--- src/hw/rtl/x86alu_pkg.sv ---
package x86alu_pkg;

   localparam int unsigned OPERAND_WIDTH = 32;
   localparam int unsigned RESULT_WIDTH  = 64;
   localparam int unsigned FUNC_WIDTH    = 4;
   localparam int unsigned SIZE_WIDTH    = 2;
   localparam int unsigned SHIFT_WIDTH   = 5;

   // req_tdata: func, src_operand, dest_operand, size_code, padded to bytes
   localparam int unsigned REQ_BITS  = FUNC_WIDTH + 2 * OPERAND_WIDTH + SIZE_WIDTH;
   localparam int unsigned REQ_WIDTH = ((REQ_BITS + 7) / 8) * 8;
   // rsp_tdata: result_value, then CF, PF, ZF, SF, OF
   localparam int unsigned RSP_BITS  = RESULT_WIDTH + 5;
   localparam int unsigned RSP_WIDTH = ((RSP_BITS + 7) / 8) * 8;

   localparam logic [FUNC_WIDTH-1:0] FUNC_ADD = 4'd0;
   localparam logic [FUNC_WIDTH-1:0] FUNC_ADC = 4'd1;
   localparam logic [FUNC_WIDTH-1:0] FUNC_SUB = 4'd2;
   localparam logic [FUNC_WIDTH-1:0] FUNC_SBB = 4'd3;
   localparam logic [FUNC_WIDTH-1:0] FUNC_AND = 4'd4;
   localparam logic [FUNC_WIDTH-1:0] FUNC_OR  = 4'd5;
   localparam logic [FUNC_WIDTH-1:0] FUNC_XOR = 4'd6;
   localparam logic [FUNC_WIDTH-1:0] FUNC_SHL = 4'd7;
   localparam logic [FUNC_WIDTH-1:0] FUNC_SAL = 4'd8;
   localparam logic [FUNC_WIDTH-1:0] FUNC_SHR = 4'd9;
   localparam logic [FUNC_WIDTH-1:0] FUNC_SAR = 4'd10;
   localparam logic [FUNC_WIDTH-1:0] FUNC_MUL = 4'd11;

   localparam logic [SIZE_WIDTH-1:0] SIZE_BYTE = 2'd0;
   localparam logic [SIZE_WIDTH-1:0] SIZE_WORD = 2'd1;

   typedef struct packed {
      logic cf;
      logic pf;
      logic zf;
      logic sf;
      logic of;
   } flags_type;

   typedef struct packed {
      logic [SIZE_WIDTH-1:0]    size_code;
      logic [OPERAND_WIDTH-1:0] dest_operand;
      logic [OPERAND_WIDTH-1:0] src_operand;
      logic [FUNC_WIDTH-1:0]    func;
   } req_type;

endpackage

--- src/hw/rtl/x86_integer_alu_with_flags_unit.sv ---
// Channel  Dir  Handshake              Payload (low bit first)
// req_     in   req_tvalid/req_tready  func, src_operand, dest_operand, size_code
// rsp_     out  rsp_tvalid/rsp_tready  result_value, CF, PF, ZF, SF, OF
//
// One item per cycle while rsp_tready keeps the result register free; an accepted
// item goes into the input register, then through the single ALU stage into the
// result register, where rsp_tvalid shows it.
// The flag register updates as an item leaves the input register, so adc/sbb
// see the flags of the item just before them. Reset clears the flags and both
// valid bits. A stalled result holds the input register, which drops req_tready once full.
module x86_integer_alu_with_flags_unit (
   input  logic                            clock,
   input  logic                            reset,
   input  logic                            req_tvalid,
   output logic                            req_tready,
   // func[3:0], src_operand[35:4], dest_operand[67:36], size_code[69:68]
   input  logic [x86alu_pkg::REQ_WIDTH-1:0] req_tdata,
   output logic                            rsp_tvalid,
   input  logic                            rsp_tready,
   // result_value[63:0], carry[64], parity[65], zero[66], sign[67], overflow[68]
   output logic [x86alu_pkg::RSP_WIDTH-1:0] rsp_tdata
);
   import x86alu_pkg::*;

   logic                     in_valid_ff;
   req_type                  in_data_ff;
   logic                     out_valid_ff;
   logic [RESULT_WIDTH-1:0]  out_result_ff;
   flags_type                flags_ff;
   flags_type                flags_in;
   logic [RESULT_WIDTH-1:0]  result_in;
   logic                     out_load;
   logic                     advance;

   assign out_load   = !out_valid_ff || rsp_tready;
   assign advance    = in_valid_ff && out_load;
   assign req_tready = !in_valid_ff || out_load;

   always_ff @(posedge clock) begin
      if (reset) begin
         in_valid_ff  <= 1'b0;
         out_valid_ff <= 1'b0;
         flags_ff     <= '0;
      end else begin
         if (req_tready) begin
            in_valid_ff <= req_tvalid;
         end
         if (out_load) begin
            out_valid_ff <= in_valid_ff;
         end
         if (advance) begin
            flags_ff <= flags_in;
         end
      end
      if (req_tready && req_tvalid) begin
         in_data_ff <= req_type'(req_tdata[REQ_BITS-1:0]);
      end
      if (advance) begin
         out_result_ff <= result_in;
      end
   end

   // ALU stage
   always_comb begin
      logic [OPERAND_WIDTH-1:0] mask;
      logic [5:0]               width_n;
      logic [4:0]               top_idx;
      logic [OPERAND_WIDTH-1:0] s;
      logic [OPERAND_WIDTH-1:0] d;
      logic [SHIFT_WIDTH-1:0]   cnt;
      logic                     cin;
      logic [OPERAND_WIDTH:0]   sum;
      logic [OPERAND_WIDTH:0]   sub_t;
      logic [OPERAND_WIDTH+1:0] diff;
      logic [OPERAND_WIDTH-1:0] r32;
      logic [RESULT_WIDTH-1:0]  ext;
      logic [5:0]               shl_idx;
      logic [4:0]               shr_idx;
      logic                     neg;
      logic                     in_range;
      logic [RESULT_WIDTH-1:0]  prod;
      logic                     set_pzs;

      unique case (in_data_ff.size_code)
         SIZE_BYTE: begin
            mask = 32'h0000_00FF; width_n = 6'd8;  top_idx = 5'd7;
         end
         SIZE_WORD: begin
            mask = 32'h0000_FFFF; width_n = 6'd16; top_idx = 5'd15;
         end
         default: begin
            mask = 32'hFFFF_FFFF; width_n = 6'd32; top_idx = 5'd31;
         end
      endcase

      s        = in_data_ff.src_operand & mask;
      d        = in_data_ff.dest_operand & mask;
      cnt      = in_data_ff.src_operand[SHIFT_WIDTH-1:0];
      in_range = {1'b0, cnt} <= width_n;
      cin      = (in_data_ff.func == FUNC_ADC || in_data_ff.func == FUNC_SBB)
                 ? flags_ff.cf : 1'b0;

      sum     = {1'b0, d} + {1'b0, s} + {{OPERAND_WIDTH{1'b0}}, cin};
      sub_t   = {1'b0, s} + {{OPERAND_WIDTH{1'b0}}, cin};
      diff    = {2'b00, d} - {1'b0, sub_t};
      shl_idx = width_n - {1'b0, cnt};
      shr_idx = cnt - 5'd1;
      neg     = (in_data_ff.func == FUNC_SAR) && d[top_idx];
      // sign fill reaches past bit 31 so a full-width sar shifts ones in
      ext     = {{(RESULT_WIDTH-OPERAND_WIDTH){neg}}, (neg ? (d | ~mask) : d)};
      prod    = {{OPERAND_WIDTH{1'b0}}, d} * {{OPERAND_WIDTH{1'b0}}, s};

      flags_in  = flags_ff;
      r32       = '0;
      result_in = '0;
      set_pzs   = 1'b1;

      unique case (in_data_ff.func)
         FUNC_ADD, FUNC_ADC: begin
            r32         = sum[OPERAND_WIDTH-1:0] & mask;
            // carry out of the sized top bit lands one above it
            flags_in.cf = (in_data_ff.size_code == SIZE_BYTE) ? sum[8] :
                          (in_data_ff.size_code == SIZE_WORD) ? sum[16] : sum[32];
            flags_in.of = (d[top_idx] ^ r32[top_idx]) & (s[top_idx] ^ r32[top_idx]);
         end
         FUNC_SUB, FUNC_SBB: begin
            r32         = diff[OPERAND_WIDTH-1:0] & mask;
            flags_in.cf = diff[OPERAND_WIDTH+1];
            flags_in.of = (d[top_idx] ^ s[top_idx]) & (d[top_idx] ^ r32[top_idx]);
         end
         FUNC_AND, FUNC_OR, FUNC_XOR: begin
            r32 = (in_data_ff.func == FUNC_AND) ? (d & s) :
                  (in_data_ff.func == FUNC_OR)  ? (d | s) : (d ^ s);
            flags_in.cf = 1'b0;
            flags_in.of = 1'b0;
         end
         FUNC_SHL, FUNC_SAL: begin
            r32 = (d << cnt) & mask;
            if (cnt != '0) begin
               flags_in.cf = in_range ? d[shl_idx[4:0]] : 1'b0;
            end
            flags_in.of = 1'b0;
         end
         FUNC_SHR, FUNC_SAR: begin
            if ({1'b0, cnt} < width_n) begin
               r32 = OPERAND_WIDTH'(ext >> cnt) & mask;
            end else begin
               r32 = neg ? mask : '0;
            end
            if (cnt != '0) begin
               flags_in.cf = in_range ? d[shr_idx] : 1'b0;
            end
            flags_in.of = 1'b0;
         end
         FUNC_MUL: begin
            set_pzs     = 1'b0;
            flags_in.cf = (in_data_ff.size_code == SIZE_BYTE) ? (prod[15:8] != '0) :
                          (in_data_ff.size_code == SIZE_WORD) ? (prod[31:16] != '0) :
                          (prod[63:32] != '0);
            flags_in.of = flags_in.cf;
         end
         default: begin
            set_pzs = 1'b0;
         end
      endcase

      if (in_data_ff.func == FUNC_MUL) begin
         result_in = prod;
      end else begin
         result_in = {{(RESULT_WIDTH-OPERAND_WIDTH){1'b0}}, r32};
      end

      if (set_pzs) begin
         flags_in.pf = ~(^r32[7:0]);
         flags_in.zf = (r32 == '0);
         flags_in.sf = r32[top_idx];
      end
   end

   // flag outputs show the flag register, which is the state after this item
   assign rsp_tvalid = out_valid_ff;
   assign rsp_tdata  = {{(RSP_WIDTH-RSP_BITS){1'b0}},
                        flags_ff.of, flags_ff.sf, flags_ff.zf, flags_ff.pf, flags_ff.cf,
                        out_result_ff};

endmodule
--- config.mk ---
export PLATFORM = sky130hd
export DESIGN_NAME = x86_integer_alu_with_flags_unit
export DESIGN_NICKNAME = d
export VERILOG_FILES = /design/src/hw/rtl/x86alu_pkg.sv /design/src/hw/rtl/x86_integer_alu_with_flags_unit.sv
export SDC_FILE = /design/constraint.sdc
export NUM_CORES = 2
export LEC_CHECK = 0
export ABC_AREA = 1
export BUFFER_PORTS_ARGS = -buffer_cell sky130_fd_sc_hd__buf_2
export CAP_MARGIN = 10
export CELL_PAD_IN_SITES_DETAIL_PLACEMENT = 1
export CELL_PAD_IN_SITES_GLOBAL_PLACEMENT = 1
export CORE_ASPECT_RATIO = 1.5
export CORE_MARGIN = 5
export CORE_UTILIZATION = 30
export CTS_CLUSTER_SIZE = 14
export DETAILED_ROUTE_END_ITERATION = 7
export PLACE_DENSITY_LB_ADDON = 0.25
export SETUP_SLACK_MARGIN = 0.5
export SLEW_MARGIN = 20
export SYNTH_ARGS = -nofsm -noshare
export SYNTH_HDL_FRONTEND = slang
export SYNTH_SLANG_ARGS = --single-unit
--- constraint.sdc ---
create_clock -name clock -period 16.7 [get_ports clock]
set_input_delay 3.34 -clock clock [delete_from_list [all_inputs] [get_ports clock]]
set_output_delay 3.34 -clock clock [all_outputs]
set_load 0.03 [all_outputs]
==> impl_metrics.env <==
export IMPL_die_height_um=505
export IMPL_post_synth_cell_area_avg_um2=7.44
export IMPL_grt_pass1_wl_um=374000
export IMPL_groute_layer_met3_usage=0.0442
export IMPL_ys_flop_type="sky130_fd_sc_hd__edfxtp_1"
export IMPL_grt_util_met1=0.316
export IMPL_grt_most_used_layer="met2"
export IMPL_length_of_the_first_detailed_routing_pass_in_iterations=5
export IMPL_timing_fmax_mhz=92.1
export IMPL_port_buffers=144
export IMPL_final_net_count=7990
export IMPL_synth_edff_count=134
export IMPL_cp_data_arrival_time_ns=11.31
export IMPL_postCtsResizedCells=0
export IMPL_synth_area_leader_cell="sky130_fd_sc_hd__fa_1"
export IMPL_finalSetupViolCount=0
export IMPL_post_route_cells_drive_above_1_share=0.0575
export IMPL_critPathRequiredTime_ns=17.15
export IMPL_combinational_family_with_the_most_area_after_synthesis="adder cells"
export IMPL_io_pins=150
export IMPL_layout_worst_path_cycle_share=0.650
export IMPL_number_of_drc_violations_after_detailed_routing=0
export IMPL_grt_start_max_net_pins=65
export IMPL_areaGrowthSynthToFinish_pct=7.83
export IMPL_synthSimpleGateAreaFrac=0.241
export IMPL_floorplan_initialDensity=0.302
export IMPL_min_path_type="reg2reg"
export IMPL_cts_sink_count=141
export IMPL_max_stage_delay_ns=0.87
export IMPL_nFillCells=19965
export IMPL_fin_tns_setup_ns=0
export IMPL_finalHoldViolations=0
export IMPL_post_synth_top_count_cell="sky130_fd_sc_hd__nand2_1"
export IMPL_finalMaxSlewViolations=0
export IMPL_insertion_delay_ns=0.57
export IMPL_fin_worst_skew_ns=0.0281
export IMPL_clk_root_buffer_cell="sky130_fd_sc_hd__clkbuf_16"
export IMPL_initialDrtViolationCount=3225
export IMPL_cp_start_kind="flip-flop"
export IMPL_drv_max_cap_violation_count=0
export IMPL_global_route_overflow_total=0
export IMPL_max_slew_margin=0.182
export IMPL_multi_input_area_um2=38700
export IMPL_tritoncts_clock_tree="yes"
export IMPL_critical_path_top_delay_family="adder cells"
export IMPL_critPathCaptureType="flip-flop"
export IMPL_syn_cell_area_um2=49000
export IMPL_route_vias_total=46464
export IMPL_via_per_inst=5.32
export IMPL_async_flop_share=0
export IMPL_ys_top_cells_by_area="sky130_fd_sc_hd__fa_1 (37%), sky130_fd_sc_hd__nand2_1 (11%), sky130_fd_sc_hd__ha_1 (10%), sky130_fd_sc_hd__inv_1 (10%), sky130_fd_sc_hd__edfxtp_1 (8.2%)"
export IMPL_die_width_um=340
export IMPL_synth_warnings=0
export IMPL_rsz0062_at_grt="no"
export IMPL_path_max_fanout=29
export IMPL_cts_post_setup_buffers_inserted=0
export IMPL_synth_lib_cells_used_distinct=63
export IMPL_timing_worst_slew_pin_value_ns=1.22
export IMPL_cts_h_tree_depth=4
export IMPL_postSynthCellCount=6581
export IMPL_row_count=181
export IMPL_tritoncts_num_buffers=17
export IMPL_synth_adder_area_share=0.471
export IMPL_coreArea_um2=162000
export IMPL_timing_final_crit_period_ns=10.86
export IMPL_post_dp_hpwl_um=218000
export IMPL_synth_yosys_seq_area_share=0.0850
export IMPL_synth_mux_area_frac=0.00102
export IMPL_cts_root_to_sink_buffers=2
export IMPL_synthTopCellsByCount="sky130_fd_sc_hd__nand2_1 (1415), sky130_fd_sc_hd__inv_1 (1308), sky130_fd_sc_hd__nor2_1 (910), sky130_fd_sc_hd__fa_1 (900), sky130_fd_sc_hd__ha_1 (402)"
export IMPL_cp_num_buf_inv=8
export IMPL_drt_wirelength_per_cell_um=30.4
export IMPL_antenna_found_initial=8
export IMPL_final_seq_area_um2=4160
export IMPL_worst_setup_path_type="reg2reg"
export IMPL_grt_total_usage=0.308
export IMPL_run_status="finished clean"
export IMPL_cts_reportedPaths_clkPinSlew_ns=0.08
export IMPL_cpMaxStageDelayCell="sky130_fd_sc_hd__inv_1"
export IMPL_synth_largest_type_area_fraction=0.368
export IMPL_route_final_wire_length_um=265000
export IMPL_synth_compound_area_frac=0.0682
export IMPL_use_met2=0.534
export IMPL_cts_hold_fix_buffers=0
export IMPL_number_of_nets_with_antenna_violations_after_routing=0
export IMPL_die_area_um2=172000
export IMPL_yosys_register_bits=141
export IMPL_place_congestion=0.974
export IMPL_grt_pass1_vias=51116
export IMPL_worst_path_most_repeated_cell="sky130_fd_sc_hd__fa_1"
export IMPL_synth_xor_area_share=0.00930
## sequential cells by signal, summed over array words and instances (netlist names)
register       flops
out_result_ff     64
in_data_ff        70
rsp_tdata          5
rsp_tvalid         1
in_valid_ff        1
## worst paths after layout
| path | start | endpoint | slack, ns | depth (start not counted) |
|---|---|---|---|---|
| worst min-delay path | rsp_tdata[66] | rsp_tdata[66] | 0.48 | 2 |
| worst min register to register | rsp_tdata[66] | rsp_tdata[66] | 0.48 | 2 |
| worst max-delay path | in_data_ff[69] | rsp_tdata[68] | 5.84 | 33 |
| worst max register to register | in_data_ff[69] | rsp_tdata[68] | 5.84 | 33 |
## worst min-delay path, delay by kind of cell, from the launching register on
family           cells  cell delay (ns)
AO/OA/AOI/OAI        1             0.06
AND/OR/NAND/NOR      1             0.06
flip-flops           1             0.32
## metrics by stage
stage	setup slack (ns)	instances	util	hold slack, ns	cell area, µm²
2_1_floorplan	8.81	6583	-	0.520	49000
3_3_place_gp	5.97	8697	0.321	0.461	52100
3_5_place_dp	5.92	8697	0.321	0.464	52200
4_1_cts	5.90	8729	0.325	0.477	52800
5_1_grt	5.64	8730	0.325	0.498	52800
6_report	5.84	8738	0.325	0.478	52800
## cell type report
class | instances | area share
Sequential cell | 141 | 0.0789
Inverter | 1347 | 0.0959
Antenna cell | 9 | 0.000426
Clock buffer | 17 | 0.00806
Timing Repair Buffer | 255 | 0.0294
Clock inverter | 15 | 0.00377
Multi-Input combinational cell | 4850 | 0.734
Tap cell | 2104 | 0.0499
## cell usage in the layout (no fill, tap or decap), types with 20 or more instances in the layout
cell type	n
sky130_fd_sc_hd__a21oi_1	245
sky130_fd_sc_hd__buf_2	144
sky130_fd_sc_hd__buf_4	111
sky130_fd_sc_hd__edfxtp_1	134
sky130_fd_sc_hd__fa_1	900
sky130_fd_sc_hd__ha_1	402
sky130_fd_sc_hd__inv_1	1301
sky130_fd_sc_hd__inv_2	26
sky130_fd_sc_hd__nand2_1	1413
sky130_fd_sc_hd__nand3_1	400
sky130_fd_sc_hd__nand4_1	51
sky130_fd_sc_hd__nor2_1	907
sky130_fd_sc_hd__nor3_1	24
sky130_fd_sc_hd__o211ai_1	33
sky130_fd_sc_hd__o21ai_0	232
sky130_fd_sc_hd__o21ai_1	20
sky130_fd_sc_hd__xnor2_1	22
sky130_fd_sc_hd__xor2_1	30
## metal layers
layer | vias to the layer above | part of all wire
met4 | 8 | 0.12
li1 | 20053 | -
met5 | - | 0.00017
met3 | 793 | 0.046
met2 | 1655 | 0.49
met1 | 23955 | 0.35
## logic make-up after synthesis
kind of cell | Yosys count
XOR/XNOR | 52
AND/OR/NAND/NOR | 2879
adder cells (fa/ha/maj) | 1302
multiplexers | 5
AO/OA/AOI/OAI | 609
buffers and inverters | 1592
flip-flops | 141
other | 1
Power is left out: the tool's default activity adds up to more than one toggle a clock period on the data nets, which glitch-free logic cannot reach.
